--- src/hdl/txcw_pkg.sv ---
// Shared types and constants for the text console character writer.
// Used by the cursor logic, the output buffer and the top level; no dependencies.
package txcw_pkg;

  localparam int unsigned COL_W  = 7;
  localparam int unsigned ROW_W  = 5;
  localparam int unsigned IDX_W  = 11;
  localparam int unsigned BASE_W = 12;
  localparam int unsigned CHAR_W = 8;
  localparam int unsigned ATTR_W = 8;

  localparam logic [CHAR_W-1:0] CODE_TAB     = 8'd9;
  localparam logic [CHAR_W-1:0] CODE_NEWLINE = 8'd10;
  localparam logic [CHAR_W-1:0] CODE_RETURN  = 8'd13;

  localparam logic [ATTR_W-1:0] ATTR_RESET = 8'h07;

  typedef struct packed {
    logic              cell_write;
    logic [IDX_W-1:0]  cell_index;
    logic [CHAR_W-1:0] cell_char;
    logic [ATTR_W-1:0] cell_attribute;
    logic              clear_screen;
    logic [IDX_W-1:0]  cursor_index;
  } result_t;

endpackage

--- src/hdl/txcw_cursor.sv ---
// Cursor state and per-character decode for the text console writer.
// Depends on txcw_pkg; produces one result_t per accepted character.
module txcw_cursor #(
  parameter int unsigned COLUMNS  = 80,
  parameter int unsigned ROWS     = 25,
  parameter int unsigned TAB_STOP = 4
) (
  input  logic                         clk_i,
  input  logic                         rst_ni,
  input  logic                         accept_i,
  input  logic [txcw_pkg::CHAR_W-1:0]  char_code_i,
  input  logic [txcw_pkg::ATTR_W-1:0]  attribute_i,
  output txcw_pkg::result_t            result_o
);

  localparam int unsigned PH_W = (TAB_STOP > 1) ? $clog2(TAB_STOP) : 1;
  localparam int unsigned CW   = txcw_pkg::COL_W + 1;

  logic [txcw_pkg::COL_W-1:0]  col_q, col_d;
  logic [txcw_pkg::ROW_W-1:0]  row_q, row_d;
  logic [txcw_pkg::BASE_W-1:0] base_q, base_d;
  logic [PH_W-1:0]             phase_q, phase_d;

  logic [CW-1:0]               col_inc;
  logic [CW-1:0]               tab_col;
  logic                        next_row;
  logic                        clear;
  logic                        wr;
  logic [txcw_pkg::BASE_W-1:0] cell_sum;
  logic [txcw_pkg::BASE_W-1:0] cursor_sum;

  // The tab phase tracks the column modulo the tab stop, so no divider is needed.
  always_comb begin
    col_inc  = {1'b0, col_q} + CW'(1);
    tab_col  = {1'b0, col_q} + CW'(TAB_STOP) - CW'(phase_q);
    col_d    = col_q;
    row_d    = row_q;
    base_d   = base_q;
    phase_d  = phase_q;
    next_row = 1'b0;
    clear    = 1'b0;
    wr       = 1'b0;
    case (char_code_i)
      txcw_pkg::CODE_NEWLINE: begin
        next_row = 1'b1;
      end
      txcw_pkg::CODE_TAB: begin
        if (tab_col >= CW'(COLUMNS)) begin
          next_row = 1'b1;
        end else begin
          col_d   = tab_col[txcw_pkg::COL_W-1:0];
          phase_d = '0;
        end
      end
      txcw_pkg::CODE_RETURN: begin
        col_d   = '0;
        phase_d = '0;
      end
      default: begin
        wr = 1'b1;
        if (col_inc >= CW'(COLUMNS)) begin
          next_row = 1'b1;
        end else begin
          col_d = col_inc[txcw_pkg::COL_W-1:0];
          if (phase_q == PH_W'(TAB_STOP - 1)) begin
            phase_d = '0;
          end else begin
            phase_d = phase_q + PH_W'(1);
          end
        end
      end
    endcase
    if (next_row) begin
      col_d   = '0;
      phase_d = '0;
      if (row_q == txcw_pkg::ROW_W'(ROWS - 1)) begin
        row_d  = '0;
        base_d = '0;
        clear  = 1'b1;
      end else begin
        row_d  = row_q + txcw_pkg::ROW_W'(1);
        base_d = base_q + txcw_pkg::BASE_W'(COLUMNS);
      end
    end
  end

  assign cell_sum   = base_q + txcw_pkg::BASE_W'(col_q);
  assign cursor_sum = base_d + txcw_pkg::BASE_W'(col_d);

  always_comb begin
    result_o.cell_write     = wr;
    result_o.cell_index     = wr ? cell_sum[txcw_pkg::IDX_W-1:0] : '0;
    result_o.cell_char      = wr ? char_code_i : '0;
    result_o.cell_attribute = wr ? attribute_i : '0;
    result_o.clear_screen   = clear;
    result_o.cursor_index   = cursor_sum[txcw_pkg::IDX_W-1:0];
  end

  always_ff @(posedge clk_i or negedge rst_ni) begin
    if (!rst_ni) begin
      col_q   <= '0;
      row_q   <= '0;
      base_q  <= '0;
      phase_q <= '0;
    end else if (accept_i) begin
      col_q   <= col_d;
      row_q   <= row_d;
      base_q  <= base_d;
      phase_q <= phase_d;
    end
  end

endmodule

--- src/hdl/txcw_out_buf.sv ---
// Two-entry output buffer: a result register plus a skid register.
// Depends on txcw_pkg for the result_t payload type.
module txcw_out_buf (
  input  logic              clk_i,
  input  logic              rst_ni,
  input  logic              push_i,
  input  txcw_pkg::result_t data_i,
  output logic              full_o,
  output logic              valid_o,
  input  logic              stall_i,
  output txcw_pkg::result_t data_o
);

  logic              main_valid_q, main_valid_d;
  logic              skid_valid_q, skid_valid_d;
  txcw_pkg::result_t main_q, main_d;
  txcw_pkg::result_t skid_q, skid_d;
  logic              pop;

  assign pop = main_valid_q && !stall_i;

  always_comb begin
    main_valid_d = main_valid_q;
    skid_valid_d = skid_valid_q;
    main_d       = main_q;
    skid_d       = skid_q;
    if (!main_valid_q || pop) begin
      if (skid_valid_q) begin
        main_d       = skid_q;
        main_valid_d = 1'b1;
        skid_valid_d = 1'b0;
      end else begin
        main_d       = data_i;
        main_valid_d = push_i;
      end
    end else if (push_i) begin
      skid_d       = data_i;
      skid_valid_d = 1'b1;
    end
  end

  always_ff @(posedge clk_i or negedge rst_ni) begin
    if (!rst_ni) begin
      main_valid_q <= 1'b0;
      skid_valid_q <= 1'b0;
    end else begin
      main_valid_q <= main_valid_d;
      skid_valid_q <= skid_valid_d;
    end
  end

  always_ff @(posedge clk_i) begin
    main_q <= main_d;
    skid_q <= skid_d;
  end

  assign full_o  = skid_valid_q;
  assign valid_o = main_valid_q;
  assign data_o  = main_q;

endmodule

--- src/hdl/text_console_char_writer_top.sv ---
// Top level of the text console character writer: attribute register,
// cursor logic (txcw_cursor) and output buffer (txcw_out_buf); uses txcw_pkg.
//
//   Channel   Direction  Handshake                       Payload
//   input     in         in_valid_i / in_stall_o         char_code_i
//   result    out        out_valid_o / out_stall_i       cell_*_o, clear_screen_o, cursor_index_o
//   config    in         cfg_attribute_we_i              cfg_attribute_i
//
// One character is accepted per cycle unless the input stalls; its result is registered in the output buffer.
// The cursor update is a single pass over the column, row, row base and tab phase registers.
// Reset homes the cursor and sets the attribute to 0x07.
// A stalled result is held while one more character is taken into the skid register;
// the input stalls only when both output entries are full.
module text_console_char_writer_top #(
  parameter int unsigned COLUMNS  = 80,
  parameter int unsigned ROWS     = 25,
  parameter int unsigned TAB_STOP = 4
) (
  input  logic                         clk_i,
  input  logic                         rst_ni,
  input  logic                         in_valid_i,
  output logic                         in_stall_o,
  input  logic [txcw_pkg::CHAR_W-1:0]  char_code_i,
  input  logic                         cfg_attribute_we_i,
  input  logic [txcw_pkg::ATTR_W-1:0]  cfg_attribute_i,
  output logic                         out_valid_o,
  input  logic                         out_stall_i,
  output logic                         cell_write_o,
  output logic [txcw_pkg::IDX_W-1:0]   cell_index_o,
  output logic [txcw_pkg::CHAR_W-1:0]  cell_char_o,
  output logic [txcw_pkg::ATTR_W-1:0]  cell_attribute_o,
  output logic                         clear_screen_o,
  output logic [txcw_pkg::IDX_W-1:0]   cursor_index_o
);

  logic [txcw_pkg::ATTR_W-1:0] attr_q;
  logic                        accept;
  logic                        buf_full;
  txcw_pkg::result_t           result;
  txcw_pkg::result_t           out_data;

  always_ff @(posedge clk_i or negedge rst_ni) begin
    if (!rst_ni) begin
      attr_q <= txcw_pkg::ATTR_RESET;
    end else if (cfg_attribute_we_i) begin
      attr_q <= cfg_attribute_i;
    end
  end

  assign in_stall_o = buf_full;
  assign accept     = in_valid_i && !buf_full;

  txcw_cursor #(
    .COLUMNS  (COLUMNS),
    .ROWS     (ROWS),
    .TAB_STOP (TAB_STOP)
  ) u_cursor (
    .clk_i       (clk_i),
    .rst_ni      (rst_ni),
    .accept_i    (accept),
    .char_code_i (char_code_i),
    .attribute_i (attr_q),
    .result_o    (result)
  );

  txcw_out_buf u_out_buf (
    .clk_i   (clk_i),
    .rst_ni  (rst_ni),
    .push_i  (accept),
    .data_i  (result),
    .full_o  (buf_full),
    .valid_o (out_valid_o),
    .stall_i (out_stall_i),
    .data_o  (out_data)
  );

  assign cell_write_o     = out_data.cell_write;
  assign cell_index_o     = out_data.cell_index;
  assign cell_char_o      = out_data.cell_char;
  assign cell_attribute_o = out_data.cell_attribute;
  assign clear_screen_o   = out_data.clear_screen;
  assign cursor_index_o   = out_data.cursor_index;

endmodule

--- config.mk ---
export PLATFORM = sky130hd
export DESIGN_NAME = text_console_char_writer_top
export DESIGN_NICKNAME = d
export VERILOG_FILES = /design/src/hdl/txcw_pkg.sv /design/src/hdl/txcw_cursor.sv /design/src/hdl/txcw_out_buf.sv /design/src/hdl/text_console_char_writer_top.sv
export SDC_FILE = /design/constraint.sdc
export NUM_CORES = 1
export LEC_CHECK = 0
export BUFFER_PORTS_ARGS = -buffer_cell sky130_fd_sc_hd__buf_4
export CORE_ASPECT_RATIO = 0.7
export CORE_MARGIN = 4
export CORE_UTILIZATION = 45
export CTS_CLUSTER_SIZE = 30
export DETAILED_ROUTE_END_ITERATION = 8
export PLACE_DENSITY = 0.66
export SETUP_SLACK_MARGIN = 0.15
export SLEW_MARGIN = 25
export SYNTH_ARGS = -nofsm -noshare
export SYNTH_HDL_FRONTEND = slang
export SYNTH_HIERARCHICAL = 1
export SYNTH_SLANG_ARGS = --single-unit
--- constraint.sdc ---
create_clock -name clk_i -period 6.8 [get_ports clk_i]
set_input_delay 0.68 -clock clk_i [delete_from_list [all_inputs] [get_ports clk_i]]
set_output_delay 0.68 -clock clk_i [all_outputs]
set_load 0.01 [all_outputs]
==> results of run 1 <==
worst max-delay path by stage:
stage | slack, ps | end | from | depth (start not counted)
after floorplan | 1840 | u_out_buf/data_o[9]$_DFFE_PP_ | u_cursor/col_q[1]$_DFFE_PN0P_ | 20
after global placement | 1440 | u_out_buf/data_o[8]$_DFFE_PP_ | u_cursor/col_q[1]$_DFFE_PN0P_ | 21
after detailed placement | 1290 | u_out_buf/data_o[8]$_DFFE_PP_ | u_cursor/col_q[1]$_DFFE_PN0P_ | 21
after CTS | 1240 | u_out_buf/data_o[8]$_DFFE_PP_ | u_cursor/col_q[1]$_DFFE_PN0P_ | 21
after global routing | 830 | u_out_buf/data_o[8]$_DFFE_PP_ | u_cursor/col_q[1]$_DFFE_PN0P_ | 21
final | 1220 | u_out_buf/data_o[8]$_DFFE_PP_ | u_cursor/col_q[1]$_DFFE_PN0P_ | 21
power groups by stage:
| stage | Sequential, W | Clock (W) | Combinational (W) |
|---|---|---|---|
| after floorplan | 0.00108 | 0 | 0.000724 |
| after global placement | 0.00107 | 0 | 0.00101 |
| after detailed placement | 0.00108 | 0 | 0.00103 |
| after CTS | 0.00106 | 0.000936 | 0.00104 |
| after global routing | 0.00108 | 0.000968 | 0.00117 |
| final | 0.00106 | 0.000916 | 0.00104 |
registers in the layout (all words and copies together) (netlist names):
register	count
attr_q	8
u_cursor/base_q	11
u_cursor/col_q	7
u_cursor/phase_q	2
u_cursor/row_q	5
u_out_buf/data_o	40
u_out_buf/full_o	1
u_out_buf/skid_q	40
u_out_buf/valid_o	1
per-stage QoR:
stage | hold slack (ps) | total power [W] | instance area [um2] | cells | setup slack, ps
after detailed placement | 480.0 | 0.002105 | 6865 | 732 | 1288
after floorplan | 384.4 | 0.001802 | 6332 | 506 | 1840
after global placement | 465.8 | 0.002082 | 6865 | 732 | 1438
after CTS | 236.8 | 0.003036 | 7472 | 764 | 1238
after global routing | 266.7 | 0.003219 | 7477 | 764 | 825.4
final | 239.8 | 0.003017 | 7477 | 764 | 1220
cells in the mapped netlist (all sizes together), types with 2 or more instances:
master | count | area share
nand4 | 3 | 0.0030
buf | 12 | 0.023
nor3b | 3 | 0.0036
or2 | 2 | 0.0020
xor2 | 5 | 0.0069
nor4 | 2 | 0.0030
a21oi | 22 | 0.017
or3 | 5 | 0.0057
nand3 | 11 | 0.0087
a211o | 2 | 0.0028
a22o | 2 | 0.0028
mux2i | 2 | 0.0032
o31ai | 3 | 0.0036
and2 | 19 | 0.019
ha | 30 | 0.059
a221oi | 2 | 0.0028
o21a | 2 | 0.0024
xnor2 | 20 | 0.028
nor2b | 12 | 0.012
o21bai | 5 | 0.0059
edfxtp | 80 | 0.38
clkbuf | 12 | 0.0071
a31oi | 2 | 0.0020
dfrtp | 32 | 0.13
nand2b | 3 | 0.0030
inv | 21 | 0.012
o2bb2ai | 2 | 0.0028
o21ai | 19 | 0.016
a21o | 6 | 0.0071
a22oi | 6 | 0.0071
nor2 | 36 | 0.021
mux2 | 56 | 0.13
nor3 | 9 | 0.0087
a211oi | 2 | 0.0040
dfstp | 3 | 0.012
nand2 | 36 | 0.021
fa | 3 | 0.0095
layout make-up:
class,instances,area [um2],share of cell area
clock inverters,14,177.7,0.02376
clock buffers,18,429.2,0.05740
repair buffers,65,488.0,0.06526
well taps,185,231.5,0.03096
inverters,21,78.83,0.01054
flip-flops and latches,115,3283,0.4391
multi-input cells,346,2789,0.3730
logic make-up (layout without fill, tap and decap cells):
family / Yosys count / count (layout) / share of synthesized area
simple gates: 145 / 145 / 0.1158
flops: 115 / 115 / 0.5183
compound gates: 85 / 85 / 0.08991
mux: 58 / 58 / 0.1300
buf+inv: 45 / 118 / 0.04268
fa+ha+maj: 33 / 33 / 0.06876
xor+xnor: 25 / 25 / 0.03458
routing by layer:
| layer | up-vias | track usage |
|---|---|---|
| li1 | 1961 | - |
| met1 | 2027 | 0.2373 |
| met2 | 89 | 0.2677 |
| met3 | 17 | 0.04756 |
| met4 | 0 | 0.05875 |
| met5 | - | 0 |
==> results.sh, run 1 <==
export IMPL_status="finished clean"
export IMPL_ys_types=62
export IMPL_m1WireLength_mm=6.318
export IMPL_io_buffers=62
export IMPL_drt_iter0_markers=228
export IMPL_syn_num_nets=560
export IMPL_crit_fanout=13
export IMPL_syn_avg_cell_area_um2=12.51
export IMPL_dr_wl_met3_um=673
export IMPL_reg2reg_slack_ps=1220
export IMPL_cpMostUsedCell="ha_1"
export IMPL_critPathSlowestCell="dfrtp_1"
export IMPL_core_um2=13440
export IMPL_arrival_ps=5730
export IMPL_antenna_left=0
export IMPL_io_pins=63
export IMPL_critPathBufInv=0
export IMPL_antenna_found_initial=0
export IMPL_end_kind="flip-flop"
export IMPL_start_util=0.4710
export IMPL_critical_path_cell_chain="ha_1 > ha_1 > fa_1 > a211oi_2 > xnor2_1 > o2bb2ai_1 > nor3_2 > or3_4 > nand2_1 > and2_1 > ha_1 > fa_1 > a21o_1 > a21oi_1 > nor2b_1 > o21a_1 > o21a_1 > nor2_1 > a21oi_1 > xnor2_1 > mux2_4"
export IMPL_fillCellCount=1125
export IMPL_worstSetupPathType="flip-flop to flip-flop"
export IMPL_final_nets=620
export IMPL_grt_pass1_vias=4227
export IMPL_dp_hpwl_mm=9.210
export IMPL_p_sw_frac=0.3256
export IMPL_drc_errors=0
export IMPL_cts_hold_buf=0
export IMPL_fp_row_count=35
export IMPL_cts_resized=0
export IMPL_clock_path_buffers=2
export IMPL_p_leak_nw=3.106
export IMPL_route_met2_wl_mm=5.844
export IMPL_cp_top_family="adder cells"
export IMPL_area_growth_pct=18.08
export IMPL_powerDensity_nw_per_um2=403.5
export IMPL_synthFlopType="edfxtp_1"
export IMPL_clockRootBuffer="clkbuf_16"
export IMPL_worstReg2RegStart="u_cursor/col_q[1]$_DFFE_PN0P_"
export IMPL_wl_per_cell_um=17.02
export IMPL_clock_sinks=115
export IMPL_reg2reg_depth=21
export IMPL_die_area_um2=16060
export IMPL_yosysWarnings=6
export IMPL_clock_latency_ps=410
export IMPL_most_common_layout_cells="edfxtp_1 (80), buf_4 (65), mux2_4 (46)"
export IMPL_drive_above_1_share=0.2884
export IMPL_setup_worst_path_start_class="flip-flop"
export IMPL_worst_pin_slew_ps=995.6
export IMPL_hold_class="input pin to asynchronous set/reset pin"
export IMPL_power_frac_clock=0.304
export IMPL_synth_edf_count=80
export IMPL_grt_max_degree=45
export IMPL_rsz0062_at_grt="false"
export IMPL_top_layer="met4"
export IMPL_via_count=4094
export IMPL_via_per_inst=5.359
export IMPL_cts_buffers=17
export IMPL_htreeDepth=4
export IMPL_num_antenna_cells=0
export IMPL_overflow=0
export IMPL_setup_viol=0
export IMPL_p_int_w=0.002035
export IMPL_final_common_cell="edfxtp_1"
export IMPL_clk_pin_slew_ps=60
export IMPL_slowest_delay_ps=480
export IMPL_drv_cap=0
export IMPL_cts_tree="done"
export IMPL_place_gp_congestion=0.8744
export IMPL_fp_dieW_um=149.8
export IMPL_async_flop_share=0.3043
export IMPL_seqPwrFrac=0.352
export IMPL_synth_area_um2=6332
export IMPL_reg2reg_to="u_out_buf/data_o[8]$_DFFE_PP_"
export IMPL_fin_crit_sh=0.8206
export IMPL_synth_seq_area_share=0.5183
export IMPL_combPwrFrac=0.344
export IMPL_drv_slew=0
export IMPL_firstDrtPassIters=5
export IMPL_drt_wl_total_mm=13.01
export IMPL_switching_power_w=0.0009823
export IMPL_cts_setup_buffers=0
export IMPL_grtUsageTotal=0.1735
export IMPL_ir_drop_mv=0.2268
export IMPL_synthCells=506
export IMPL_finalHoldViolCount=0
export IMPL_setup_tns_ps=0
export IMPL_required_ps=6950
export IMPL_fin_worst_skew_ps=14.35
export IMPL_fin_util=0.5562
export IMPL_synth_seq_cells=115
export IMPL_period_minus_slack_ps=5580
export IMPL_die_y_um=107.3
export IMPL_slew_headroom=0.3362
export IMPL_fmax_ghz=0.1792
export IMPL_grt_pass1_wl_mm=21.83
Power figures use the tool's default switching activity.
==> inputs of run 2 (changes only) <==
--- a/config.mk
+++ b/config.mk
@@ -5,6 +5,7 @@
 export SDC_FILE = /design/constraint.sdc
 export NUM_CORES = 1
 export LEC_CHECK = 0
+export ABC_AREA = 1
 export BUFFER_PORTS_ARGS = -buffer_cell sky130_fd_sc_hd__buf_4
 export CORE_ASPECT_RATIO = 0.7
 export CORE_MARGIN = 4
==> constraint.sdc (replaced) <==
create_clock -name clk_i -period 5.5 [get_ports clk_i]
set_input_delay 0.55 -clock clk_i [delete_from_list [all_inputs] [get_ports clk_i]]
set_output_delay 0.55 -clock clk_i [all_outputs]
set_load 0.01 [all_outputs]
==> run 2 against run 1 <==
Area after synthesis up 1.7%. Setup slack got worse by 500 ps. Register-to-register slack got worse by 500 ps. First-iteration DRC count up 59%. Sequential share of layout area is 0.72 points lower. Power up 33%. Clock skew down 5.5 ps. Highest routed layer unchanged.
==> results.sh, run 2 <==
export IMPL_power_frac_clock=0.273
export IMPL_drt_iter0_markers=362
export IMPL_period_minus_slack_ps=4783
export IMPL_fin_worst_skew_ps=8.847
export IMPL_synthFlopType="edfxtp_1"
export IMPL_arrival_ps=4940
export IMPL_fillCellCount=1232
export IMPL_synth_common_cells="nand2_1 (241), edfxtp_1 (80), inv_1 (74)"
export IMPL_htreeDepth=4
export IMPL_cp_top_family="simple AND/OR/NAND/NOR gates"
export IMPL_cts_tree="done"
export IMPL_num_antenna_cells=0
export IMPL_rsz0062_at_grt="false"
export IMPL_yosysWarnings=6
export IMPL_fmax_ghz=0.2091
export IMPL_post_place_cells=954
export IMPL_finalHoldViolCount=0
export IMPL_setup_tns_ps=0
export IMPL_antenna_left=0
export IMPL_core_um2=13960
export IMPL_dp_hpwl_mm=10.65
export IMPL_powerDensity_nw_per_um2=527.6
export IMPL_drive_above_1_share=0.1897
export IMPL_slowest_delay_ps=570
export IMPL_drc_errors=0
export IMPL_switching_power_w=0.001502
export IMPL_worst_pin_slew_ps=663.7
export IMPL_grt_pass1_wl_mm=24.25
export IMPL_overflow=0
export IMPL_worstSetupPathType="flip-flop to flip-flop"
export IMPL_p_leak_nw=3.629
export IMPL_place_gp_congestion=0.9432
export IMPL_drt_wl_total_mm=14.85
export IMPL_final_common_cell="nand2_1"
export IMPL_antenna_found_initial=0
export IMPL_setup_viol=0
export IMPL_crit_fanout=9
export IMPL_final_instance_count_excl_fill=986
export IMPL_start_util=0.4611
export IMPL_synth_largest_area_cell="edfxtp_1"
export IMPL_clock_path_buffers=2
export IMPL_fp_row_count=36
export IMPL_io_buffers=62
export IMPL_seqPwrFrac=0.346
export IMPL_synthCells=720
export IMPL_clockRootBuffer="clkbuf_16"
export IMPL_fp_dieW_um=151.0
export IMPL_wl_per_cell_um=15.06
export IMPL_fin_crit_sh=0.8697
export IMPL_clock_latency_ps=410
export IMPL_via_count=5019
export IMPL_multi_input_area_um2=2638
export IMPL_ys_top_cells_by_area="edfxtp_1 (37%), nand2_1 (14%), dfrtp_1 (12%)"
export IMPL_status="finished clean"
export IMPL_final_nets=837
export IMPL_synth_most_common_cell="nand2_1"
export IMPL_critPathBufInv=3
export IMPL_yosysTopAreaCellShare=0.3731
export IMPL_end_kind="flip-flop"
export IMPL_grt_pass1_vias=4899
export IMPL_clk_pin_slew_ps=50
export IMPL_most_common_layout_cells="nand2_1 (240), edfxtp_1 (80), inv_1 (74)"
export IMPL_hold_class="input pin to asynchronous set/reset pin"
export IMPL_cts_hold_buf=0
export IMPL_firstDrtPassIters=6
export IMPL_synth_seq_cells=115
export IMPL_cts_setup_buffers=0
export IMPL_via_per_inst=5.090
export IMPL_die_y_um=108.1
export IMPL_whs_ps=121.4
export IMPL_ys_types=47
export IMPL_critPathSlowestCell="dfrtp_1"
export IMPL_io_pins=63
export IMPL_layout_area_seq_um2=3282
export IMPL_power_w=0.004010
export IMPL_p_sw_frac=0.3746
export IMPL_grt_max_degree=44
export IMPL_p_int_w=0.002508
export IMPL_drv_slew=0
export IMPL_drv_cap=0
export IMPL_cts_resized=0
export IMPL_die_area_um2=16320
export IMPL_async_flop_share=0.3043
export IMPL_required_ps=5660
export IMPL_clock_sinks=115
export IMPL_synth_edf_count=80
export IMPL_synth_seq_area_share=0.5097
export IMPL_grtUsageTotal=0.1905
export IMPL_setup_worst_path_start_class="flip-flop"
export IMPL_area_growth_pct=18.03
export IMPL_syn_num_nets=774
export IMPL_post_place_ws_ps=809.9
export IMPL_syn_avg_cell_area_um2=8.943
export IMPL_synth_area_um2=6439
export IMPL_slew_headroom=0.5565
export IMPL_cpMostUsedCell="nand2_1"
export IMPL_worst_slack_ps=716.8
export IMPL_ir_drop_mv=0.2763
export IMPL_cts_buffers=17
export IMPL_combPwrFrac=0.381
## run 2: final cells by class
class / count / share of cell area
sequential: 115 / 0.4318
multi-input combinational: 499 / 0.3471
timing repair buffer: 68 / 0.06981
clock buffer: 18 / 0.05647
inverter: 82 / 0.04215
tap: 190 / 0.03128
clock inverter: 14 / 0.02140
## run 2: metrics by stage
| stage | util | instance area [um2] |
|---|---|---|
| global placement | 0.4999 | 6980 |
| detailed placement | 0.5019 | 7008 |
| global route | 0.5443 | 7600 |
| finish | 0.5443 | 7600 |
| CTS | 0.5443 | 7600 |
| floorplan | - | 6439 |
## run 2: layer usage
metal / wire length, um / track usage / vias to the layer above / share of wire
li1: - / - / 2468 / -
met1: 7353 / 0.2810 / 2402 / 0.50
met2: 6576 / 0.2907 / 137 / 0.44
met3: 782 / 0.03854 / 12 / 0.053
met4: 139 / 0.04463 / 0 / 0.0094
met5: 0 / 0 / - / 0
## run 2: cell families (layout without fill, tap and decap cells)
group	count (synthesis)	count (layout)	synth area share
compound gates	72	72	0.06588
flops	115	115	0.5097
xor+xnor	9	9	0.01224
simple gates	385	385	0.2623
buf+inv	106	182	0.08220
fa+ha+maj	33	33	0.06763
## run 2: worst register-to-register path: cells and delay by family (launching register included)
kind                     cells  cell delay [ps]
AND/OR/NAND/NOR             21             2090
adder cells (fa/ha/maj)      5             1590
AO/OA/AOI/OAI                1              110
buffers and inverters        3              170
flip-flops                   1              570
## run 2: final timing paths
path,startpoint,to,slack (ps),cells past startpoint
worst max-delay path,u_cursor/col_q[1]$_DFFE_PN0P_,u_out_buf/data_o[10]$_DFFE_PP_,720,30
worst min-delay path,rst_ni,u_cursor/base_q[2]$_DFFE_PN0P_,120,1
worst max register to register,u_cursor/col_q[1]$_DFFE_PN0P_,u_out_buf/data_o[10]$_DFFE_PP_,720,30
worst min register to register,attr_q[1]$_DFFE_PN1P_,attr_q[1]$_DFFE_PN1P_,460,2
max in group asynchronous,rst_ni,attr_q[2]$_DFFE_PN1P_,5010,1
min in group clk_i,cfg_attribute_i[6],attr_q[6]$_DFFE_PN0P_,340,3
## run 2: power by group through the flow
stage / sequential (W) / clock [W] / combinational, W
6_report: 0.00139 / 0.00110 / 0.00153
5_1_grt: 0.00141 / 0.00116 / 0.00172
4_1_cts: 0.00139 / 0.00111 / 0.00152
3_3_place_gp: 0.00139 / 0 / 0.00147
2_1_floorplan: 0.00139 / 0 / 0.00106
3_5_place_dp: 0.00140 / 0 / 0.00150
